[config.mk]
export PLATFORM = sky130hd
export DESIGN_NAME = rbdc_ctrl
export DESIGN_NICKNAME = d
export VERILOG_FILES = /design/src/rtl/rbdc_pkg.sv /design/src/rtl/rbdc_ctrl.sv
export SDC_FILE = /design/constraint.sdc
export NUM_CORES = 1
export LEC_CHECK = 0
export BUFFER_PORTS_ARGS = -buffer_cell sky130_fd_sc_hd__buf_2
export CAP_MARGIN = 20
export CORE_AREA = 5 5 42 44
export CTS_BUF_LIST = sky130_fd_sc_hd__clkbuf_4 sky130_fd_sc_hd__clkbuf_8 sky130_fd_sc_hd__clkbuf_16
export DETAILED_ROUTE_END_ITERATION = 7
export DIE_AREA = 0 0 47 49
export SLEW_MARGIN = 20
export SYNTH_ARGS = -nofsm -noshare
export SYNTH_HDL_FRONTEND = slang
export SYNTH_SLANG_ARGS = --single-unit
[constraint.sdc]
create_clock -name clk -period 1 [get_ports clk]
set_clock_uncertainty 0.05 [all_clocks]
set_input_delay 0.15 -clock clk [delete_from_list [all_inputs] [get_ports clk]]
set_output_delay 0.15 -clock clk [all_outputs]
set_load 0.005 [all_outputs]
[src/rtl/rbdc_pkg.sv]
// Shared constants, operation codes and controller/datapath interface types.
`timescale 1ns / 1ps

package rbdc_pkg;

    // Default store size and chunk limit
    localparam int DEF_BUFFER_DEPTH = 1024;
    localparam int DEF_MAX_CHUNK    = 128;

    // Fixed field widths
    localparam int OP_W     = 2;
    localparam int BYTE_W   = 8;
    localparam int OFFSET_W = 10;
    localparam int LEN_W    = 8;
    localparam int FILL_W   = 11;

    // Operation codes
    localparam logic [OP_W-1:0] OP_PUSH = 2'd0;
    localparam logic [OP_W-1:0] OP_DONE = 2'd1;
    localparam logic [OP_W-1:0] OP_READ = 2'd2;

    // Controller to datapath
    typedef struct packed {
        logic latch;        // capture the input word, clear the result
        logic update;       // apply push or retire
        logic chunk;        // try to start a chunk
        logic reduce;       // fold the read offset once by the store depth
        logic mem_read;     // fetch the store byte
    } cmd_t;

    // Datapath to controller
    typedef struct packed {
        logic offset_high;  // read offset still at or beyond the store depth
    } status_t;

endpackage

[src/rtl/rbdc_ctrl.sv]
// Sequencing state machine for the ring buffer chunker.
`timescale 1ns / 1ps

module rbdc_ctrl (
    input  logic                       clk,
    input  logic                       rst_n,
    input  logic                       start,
    input  logic [rbdc_pkg::OP_W-1:0]  operation,
    input  rbdc_pkg::status_t          status,
    output rbdc_pkg::cmd_t             cmd,
    output logic                       busy,
    output logic                       done
);

    typedef enum logic [2:0] {
        S_IDLE,
        S_UPDATE,
        S_CHUNK,
        S_REDUCE,
        S_REPLY
    } state_t;

    state_t state_reg;
    state_t state_next;

    always_comb
    begin
        state_next = state_reg;
        cmd        = '0;
        case (state_reg)
            S_IDLE:
            begin
                if (start)
                begin
                    cmd.latch  = 1'b1;
                    state_next = (operation == rbdc_pkg::OP_READ) ? S_REDUCE : S_UPDATE;
                end
            end
            S_UPDATE:
            begin
                cmd.update = 1'b1;
                state_next = S_CHUNK;
            end
            S_CHUNK:
            begin
                cmd.chunk  = 1'b1;
                state_next = S_REPLY;
            end
            S_REDUCE:
            begin
                // fold the offset until it lies inside the store, then fetch
                if (status.offset_high)
                begin
                    cmd.reduce = 1'b1;
                end
                else
                begin
                    cmd.mem_read = 1'b1;
                    state_next   = S_REPLY;
                end
            end
            S_REPLY:
            begin
                state_next = S_IDLE;
            end
            default:
            begin
                state_next = S_IDLE;
            end
        endcase
    end

    always_ff @(posedge clk or negedge rst_n)
    begin
        if (!rst_n)
        begin
            state_reg <= S_IDLE;
        end
        else
        begin
            state_reg <= state_next;
        end
    end

    assign busy = (state_reg != S_IDLE);
    assign done = (state_reg == S_REPLY);

endmodule

### Yosys cells after proc, flatten, opt, wreduce, memory -nomap -nowiden

Cells that the tools add are included.

* eq/ne operators: 7
* multiplexer cells: 11
* reduce and logical (&&, ||, !) cells: 3

Operators by type and width (count)
* case mux 3 bit (4 select lines): 1
* equality test 3 x 2 -> 1 bit (second input constant): 2
* 2-to-1 mux 1 bit: 6
* 2-to-1 mux 3 bit: 2
* 2-to-1 mux 2 bit: 2
* inequality test 2 bit (second input constant): 2
* equality test 3 x 1 -> 1 bit (second input constant): 1
* equality test 3 bit (second input constant): 1
* zero test 3 bit: 1
* nonzero test 3 bit: 1
* equality test 2 bit (second input constant): 1
* AND reduction 2 bit: 1

* register bits after elaboration: 3
* input port bits: 6
* output and inout port bits: 7
* logic and storage cells: 22

### Logic depth before layout (Yosys ltp)

Gate-level depths: netlist of the first run.

* depth after elaboration: 4
* mapped depth: 2
* depth with buffers taken out: 2

### Worst setup path after synthesis of the first run

No wires, ideal clock.

* kind: reg-to-output
* from: register state_reg[2]
* to: output cmd[4] in the netlist's numbering
* arrival time: 0.912 ns
* data required time: 0.800 ns
* path slack: -0.112 ns
* cell stages (with the launch flop): 3
* buffers on the path: 0
* path through: dfrtp_1 > or3_1 > nor2_1

RTL lines
* start, declared: RTL line rbdc_ctrl.sv:23 `state_t state_reg;`
* start signal, assigned: RTL line rbdc_ctrl.sv:81 `state_reg <= state_next;`
* end, declared: RTL line rbdc_ctrl.sv:10 `output rbdc_pkg::cmd_t cmd,`

==> run metrics, run 1 <==
worst-margin pin slew=196 ps; Post-DRT Antenna Nets=0; Reg clk slew, reported paths=40 ps; CTS Sinks=3; Hold WC Path Type=in2reg; Post-Route Utilization=29.6%; H-Tree Depth=1; hpwl dp=457 um; power per cell area=3070 nW/um^2; VDD IR-drop max=644 uV; period utilization=143%; height of the die=49 um; max cap viols=0; Site Rows=14; post-synth top area share=44.8%; Leak=0.000199 uW; crit path buf inv count=1; grt ovf=0; Layout fillers=158; Global Route Usage Sum=6.99%; chip width=47 um; Clock Latency Late Sink=240 ps; Final nets=51; RSZ-0062 raised after global routing=true; area of the multi-input gates=140 sq um; first-pass GRT wire length=1.08 mm; initial antenna violation count=0; largest cells by area after synthesis=dfrtp_1, nor2_1, a21oi_1, nor3_1, a221oi_1; Pre-antenna DRT Iters=1; EDFF count, synth=0; crit path DAT=1230 ps; Slew HR=86.9%; Die Footprint=2300 sq um; TritonCTS clock tree=done; max incr delay on CP=410 ps; DP Area=300 sq um; endpoints failing setup=9; layout overhead on the synthesized area=147%; sequential area share after synthesis=44.8%; violated checks=setup timing; total CTS buffers=3; Synth async-reset ratio=100%; Synth top cells by count=dfrtp_1, nor2_1, a21oi_1, inv_1, nor3_1; post-synthesis average cell area=8.38 sq um; Cell Chain, Critical Path=or3_4, nor2_2, buf_2; Max FO, Critical Path=5; fmax=698 MHz; syn nets=26; Worst path slowest cell=dfrtp_1; via count=250; Max Root-Sink Buffers=2; Top Family by Delay on Critical Path=simple AND/OR/NAND/NOR gates; Via-to-Cell Ratio=4.17; initial DRC count=0; Synth cell types=13; share of cells above drive strength 1=79.5%; Core Area=1400 sq um; final hold vios=0; drt drc=0; Ports=13; Initial Util=12.0%; CP Data Required Time=800 ps; top_reg_cell synth=dfrtp_1; # diodes=0; Critical Path Sink Type=output port; Placer Congestion=0.746; dominant cell type by area after synthesis=dfrtp_1; storage element area=76.3 sq um; largest net degree at the start of global routing=6; status=finished with violations; Clock Tree Root=clkbuf_4; Fin Setup TNS=-2470 ps; yosys warns=0; Slew Limit Fails=0; Final min period=1430 ps; Largest register FFs=3; post-route cell area=414 sq um; number of global-route vias before repair=281; Worst setup SP type=flip-flop; fin cells=60; Post-Syn Area=168 sq um; FF+latch count, synth=3; Post-Syn Instances=20; worst setup margin=-433 ps; placed cell count=54; I/O Buffers=12; drt wl/cell=12.7 um; Min Hold Slack=119 ps; drt total wl=764 um; critical path class=reg2out
## placed cells by master (no fill, tap or decap)
cell	synthesis	routed
nor3_4	0	1
nand2b_4	0	1
or3_4	0	1
dlygate4sd3_1	0	1
buf_4	0	3
nand2_2	0	1
nor2_4	0	1
nor3b_2	0	1
nand3b_1	1	1
or3b_1	1	1
nor2_2	0	2
inv_4	0	1
a21oi_1	2	2
a221oi_2	0	1
nand3_1	1	1
dfrtp_1	3	2
buf_2	0	12
inv_1	2	1
dfrtp_2	0	1
buf_6	0	4
nor3_2	0	1
clkbuf_4	0	4
## power breakdown
part	switching [uW]	leakage, uW	internal, uW
Sequential	66.4	0.0000378	177
Clock	70.1	0.0000184	177
Combinational	343	0.000143	439
Total	480	0.000199	793
## per-layer routing
layer	vias to the layer above	GRT usage, %	wire length (um)
met5	-	0	0
met2	12	13.1	449
met1	113	5.09	217
met4	0	8.29	52
met3	6	0	45
li1	119	-	-
## final timing paths
path                                   start  slack (ps)           end  depth (start not counted)
worst max-delay path            state_reg[2]        -430        cmd[4]                          3
worst min register to register  state_reg[2]         480  state_reg[0]                          1
worst max register to register  state_reg[1]        -190  state_reg[0]                          3
worst min-delay path                  status         120  state_reg[2]                          2
max in group asynchronous              rst_n         590  state_reg[0]                          2
min in group asynchronous              rst_n         190  state_reg[1]                          2
## cell type report
type | count | share of cell area, %
clock buffers | 4 | 7.25
inverters | 2 | 2.42
multi-input cells | 15 | 33.8
flip-flops and latches | 3 | 18.4
well taps | 16 | 4.83
repair buffers | 20 | 33.2
## per-stage QoR
stage / power, uW / worst slack, ps
6_report: 1270 / -433
5_1_grt: 1370 / -471
4_1_cts: 1100 / -420
3_5_place_dp: 745 / -206
3_3_place_gp: 742 / -176
2_1_floorplan: 443 / -108
## cell families (layout without fill, tap and decap cells)
logic type,count (synthesis),in the layout,share of synthesized area (%)
and+or+nand+nor,12,12,39.6
AOI/OAI and AO/OA,3,3,11.2
DFF,3,3,44.8
buffers and inverters,2,26,4.48
## repair_timing
| action | 4_1_cts | 5_1_grt |
|---|---|---|
| pin swaps | 5 | 5 |
| setup buffers | 0 | 1 |
| resized for setup | 8 | 10 |
| hold buffers | 1 | 0 |
| endpoints found under the hold margin | 3 | 0 |
| setup endpoints to repair | 9 | 9 |
(Power assumes the default switching activity.)
==> run 2: changes to the inputs <==
--- a/config.mk
+++ b/config.mk
@@ -5,12 +5,13 @@
 export SDC_FILE = /design/constraint.sdc
 export NUM_CORES = 1
 export LEC_CHECK = 0
-export BUFFER_PORTS_ARGS = -buffer_cell sky130_fd_sc_hd__buf_2
+export BUFFER_PORTS_ARGS = -buffer_cell sky130_fd_sc_hd__clkbuf_2
 export CAP_MARGIN = 20
 export CORE_AREA = 5 5 42 44
 export CTS_BUF_LIST = sky130_fd_sc_hd__clkbuf_4 sky130_fd_sc_hd__clkbuf_8 sky130_fd_sc_hd__clkbuf_16
 export DETAILED_ROUTE_END_ITERATION = 7
 export DIE_AREA = 0 0 47 49
+export MAX_ROUTING_LAYER = met4
 export SLEW_MARGIN = 20
 export SYNTH_ARGS = -nofsm -noshare
 export SYNTH_HDL_FRONTEND = slang
==> run metrics, run 2 (synthesis gave the netlist of run 1 again) <==
Cell Chain, Critical Path=or3_4, nor2_2, buf_2 (unchanged); final hold vios=0 (unchanged); height of the die=49 um (unchanged); first-pass GRT wire length=972 um (was 1.08 mm); share of cells above drive strength 1=76.7% (was 79.5%); violated checks=setup timing (unchanged); Post-DRT Antenna Nets=0 (unchanged); Pre-antenna DRT Iters=2 (was 1); layout overhead on the synthesized area=141% (was 147%); CP Data Required Time=800 ps (about the same); grt ovf=0 (unchanged); Largest register FFs=3 (unchanged); Initial Util=12.0% (unchanged); hpwl dp=427 um (was 457 um); fin cells=59 (was 60); Switching Power=464 uW (was 480 uW); Die Footprint=2300 sq um (unchanged); DP Area=285 sq um (was 300 sq um); Gate power share=62.4% (was 61.4%); total CTS buffers=3 (unchanged); worst-margin pin slew=177 ps (was 196 ps); Leak=0.000196 uW (was 0.000199 uW); H-Tree Depth=1 (unchanged); CTS Sinks=3 (unchanged); CP endpoint=cmd[4] (unchanged); Post-Route Utilization=28.8% (was 29.6%); chip width=47 um (unchanged); placed cell count=52 (was 54); worst setup path start=state_reg[0] (was state_reg[2]); critical path class=reg2out (unchanged); Hold WC Path Type=in2reg (unchanged); worst reg2reg endpoint=state_reg[0] (unchanged); Slew HR=88.2% (was 86.9%); reg2reg setup slack=-170 ps (was -190 ps); pre-CTS WS=-196 ps (was -206 ps); Site Rows=14 (unchanged); worst setup margin=-377 ps (was -433 ps); drt total wl=727 um (was 764 um); post-route cell area=404 sq um (was 414 sq um); Final min period=1380 ps (was 1430 ps); most frequent cells in the layout=clkbuf_2, buf_2, clkbuf_4, buf_6, dfrtp_1 (was buf_2, clkbuf_4, buf_6, buf_4); sw frac=38.1% (was 37.7%); endpoints failing setup=9 (unchanged); Clock Latency Late Sink=230 ps (was 240 ps); Worst path slowest cell=or3_4 (was dfrtp_1); worst reg-to-reg path cell count=3 (unchanged); design internal power=753 uW (was 793 uW); power per cell area=3010 nW/um^2 (was 3070 nW/um^2); Clock Tree Root=clkbuf_4 (unchanged); number of global-route vias before repair=256 (was 281); initial antenna violation count=0 (unchanged); largest net degree at the start of global routing=7 (was 6); max incr delay on CP=390 ps (was 410 ps); Clock Power Share=19.9% (was 19.4%); status=finished with violations (unchanged); Reg clk slew, reported paths=40 ps (about the same); Via-to-Cell Ratio=4.05 (was 4.17); Global Route Usage Sum=6.37% (was 6.99%); TritonCTS clock tree=done (unchanged); Slew Limit Fails=0 (unchanged); drt wl/cell=12.3 um (was 12.7 um); crit path DAT=1180 ps (was 1230 ps); fmax=726 MHz (was 698 MHz); period utilization=138% (was 143%); Placer Congestion=0.765 (was 0.746); Worst setup SP type=flip-flop (unchanged); via count=239 (was 250); Max FO, Critical Path=2 (was 5); max cap viols=0 (unchanged); I/O Buffers=12 (unchanged); initial DRC count=1 (was 0); Max Root-Sink Buffers=2 (unchanged); drt drc=0 (unchanged); Critical Path Sink Type=output port (unchanged); Final nets=50 (was 51); Core Area=1400 sq um (unchanged); RSZ-0062 raised after global routing=true (unchanged); Ports=13 (unchanged); Power, Total=1220 uW (was 1270 uW); VDD IR-drop max=659 uV (was 644 uV); # diodes=0 (unchanged); R2R Path Start=state_reg[0] (was state_reg[1]); Seq pwr share=17.7% (was 19.1%)
## run 2: cell count changes in the layout (fill, tap and decap cells not counted), sizes merged
cell    before  now
buf         19   12
clkbuf       4   10
## run 2: power groups by stage
stage	Clock, uW	Sequential, uW	Combinational [uW]
after CTS	250	210	601
after global placement	0	206	497
after detailed placement	0	209	496
after global routing	257	228	816
final	242	216	759
after floorplan	0	239	203
## run 2: layout make-up
cell class | instances | area, sq um
fillers | 158 | 997
multi-input cells | 15 | 141
repair buffers | 19 | 130
flip-flops and latches | 3 | 75.1
clock buffers | 4 | 30.0
well taps | 16 | 20.0
inverters | 2 | 7.51
## run 2: through the flow
stage                     TNS (ps)  hold slack (ps)
final                        -2410              113
after global routing         -2930              115
after CTS                    -2280              104
after detailed placement      -736             -103
after global placement        -703             -102
after floorplan               -120             -196
## run 2: worst min-delay path by stage
stage / startpoint / end / slack, ps / cells past startpoint
6_report: status / state_reg[2] / 110 / 2
5_1_grt: status / state_reg[2] / 110 / 2
4_1_cts: status / state_reg[2] / 100 / 2
3_5_place_dp: rst_n / state_reg[1] / -100 / 1
3_3_place_gp: rst_n / state_reg[1] / -100 / 1
2_1_floorplan: rst_n / state_reg[0] / -200 / 0
## run 2: critical path, delay by kind of cell, from the launching register on
kind	cells	cell delay, ps
buffers and inverters	1	110
flip-flops	1	370
AND/OR/NAND/NOR	2	460
## run 2: what timing repair did
item | in CTS | in global routing
setup buffers | 1 | 2
pin swaps | 5 | 5
hold buffers | 1 | 0
setup endpoints to repair | 9 | 9
hold endpoints to repair | 3 | 0
gates resized for setup | 7 | 14
## run 2: layer usage
| layer | global-route usage [%] | share of wire (%) |
|---|---|---|
| met1 | 6.64 | 32 |
| met2 | 9.05 | 60 |
| met3 | 1.11 | 5.0 |
| met4 | 6.91 | 2.8 |
| met5 | - | 0 |
==> run 3: changes to the inputs <==
--- a/config.mk
+++ b/config.mk
@@ -12,6 +12,7 @@
 export DETAILED_ROUTE_END_ITERATION = 7
 export DIE_AREA = 0 0 47 49
 export MAX_ROUTING_LAYER = met4
+export SETUP_SLACK_MARGIN = 0.4
 export SLEW_MARGIN = 20
 export SYNTH_ARGS = -nofsm -noshare
 export SYNTH_HDL_FRONTEND = slang
==> run metrics, run 3 (synthesis gave the netlist of run 1 again) <==
Site Rows=14 (unchanged); power per cell area=2960 nW/um^2 (was 3010 nW/um^2); initial antenna violation count=0 (unchanged); Leak=0.000199 uW (was 0.000196 uW); Layout fillers=149 (was 158); via count=236 (was 239); worst reg-to-reg path cell count=3 (unchanged); worst-margin pin slew=208 ps (was 177 ps); most frequent cells in the layout=clkbuf_2, clkbuf_4, buf_4, nor2_2, dfrtp_1 (was clkbuf_2, buf_2, clkbuf_4, buf_6, dfrtp_1); Final min period=1380 ps (about the same); Min Hold Slack=136 ps (was 113 ps); Pre-antenna DRT Iters=3 (was 2); grt ovf=0 (unchanged); share of cells above drive strength 1=79.1% (was 76.7%); layout overhead on the synthesized area=137% (was 141%); Core Area=1400 sq um (unchanged); worst hold stages=3 (was 2); initial DRC count=3 (was 1); period utilization=138% (about the same); violated checks=setup timing (unchanged); H-Tree Depth=1 (unchanged); fmax=722 MHz (was 726 MHz); Slew HR=86.2% (was 88.2%); Global Route Usage Sum=6.52% (was 6.37%); Reg clk slew, reported paths=40 ps (about the same); largest net degree at the start of global routing=7 (unchanged); hpwl dp=455 um (was 427 um); Critical Path Sink Type=output port (unchanged); chip width=47 um (unchanged); Post-DRT Antenna Nets=0 (unchanged); CP Data Required Time=800 ps (about the same); # diodes=0 (unchanged); total CTS buffers=3 (unchanged); Max FO, Critical Path=2 (unchanged); Placer Congestion=0.666 (was 0.765); Clock Tree Root=clkbuf_4 (unchanged); placed cell count=52 (unchanged); Worst setup SP type=flip-flop (unchanged); Ports=13 (unchanged); VDD IR-drop max=660 uV (was 659 uV); final hold vios=0 (unchanged); height of the die=49 um (unchanged); I/O Buffers=12 (unchanged); Via-to-Cell Ratio=4.00 (was 4.05); Max Root-Sink Buffers=2 (unchanged); first-pass GRT wire length=1.02 mm (was 972 um); fin cells=59 (unchanged); drt total wl=616 um (was 727 um); Clock Latency Late Sink=230 ps (about the same); Die Footprint=2300 sq um (unchanged); Slew Limit Fails=0 (unchanged); worst setup margin=-384 ps (was -377 ps); Fin Setup TNS=-2510 ps (was -2410 ps); max cap viols=0 (unchanged); drt wl/cell=10.4 um (was 12.3 um); Largest register FFs=3 (unchanged); CTS Sinks=3 (unchanged); Initial Util=12.0% (unchanged); crit path DAT=1180 ps (about the same); most common cell after layout, fill and taps aside=clkbuf_2; endpoints failing setup=9 (unchanged); RSZ-0062 raised after global routing=true (unchanged); Final nets=50 (unchanged); status=finished with violations (unchanged); number of global-route vias before repair=277 (was 256); critical path class=reg2out (unchanged); drt drc=0 (unchanged); Hold WC Path Type=in2reg (unchanged); TritonCTS clock tree=done (unchanged)
run 3: metrics by stage:
step	utilization, %	worst slack [ps]	instance area, sq um	power [uW]
final	28.3	-384	397	1170
after global routing	28.3	-417	397	1260
after CTS	26.9	-398	377	1110
after detailed placement	20.7	-172	290	718
after global placement	20.7	-160	290	709
after floorplan	-	-108	180	450
run 3: layer usage:
layer	up-vias	part of all wire, %	GRT usage [%]
met3	2	5.0	0.738
met2	7	59	10.4
met4	0	2.8	8.29
met1	111	33	5.32
met5	-	0	-
li1	116	-	-
run 3: final timing paths:
check | from | to | slack [ps]
max reg2reg | state_reg[1] | state_reg[0] | -200
min in group asynchronous | rst_n | state_reg[0] | 200
max | state_reg[2] | cmd[4] | -380
max in group asynchronous | rst_n | state_reg[1] | 600
min reg2reg | state_reg[2] | state_reg[0] | 520
min | operation[1] | state_reg[1] | 140
run 3: repair_timing:
action,CTS,global route
buffers inserted,1,1
endpoints found under the setup margin,10,10
endpoints found under the hold margin,3,0
pin swaps,2,3
gates cloned,0,0
gates resized for setup,9,5
hold buffers,1,0
run 3: layout make-up:
type	count	area, sq um	area share (%)
multi-input combinational	15	141	35.6
timing repair buffer	19	123	30.9
sequential	3	75.1	18.9
clock buffer	4	30.0	7.57
tap	16	20.0	5.05
inverter	2	7.51	1.89
run 3: worst max-delay path: stages (launching register included):
cell and delay [ps]:
dfrtp_1 370, or3_4 390, nor2_2 80, clkbuf_2 110
run 3: report_power, final:
| part | leakage [uW] | switching [uW] | internal [uW] |
|---|---|---|---|
| logic | 0.000141 | 323 | 397 |
| clock network | 0.0000184 | 62.0 | 177 |
| registers | 0.0000391 | 39.6 | 174 |
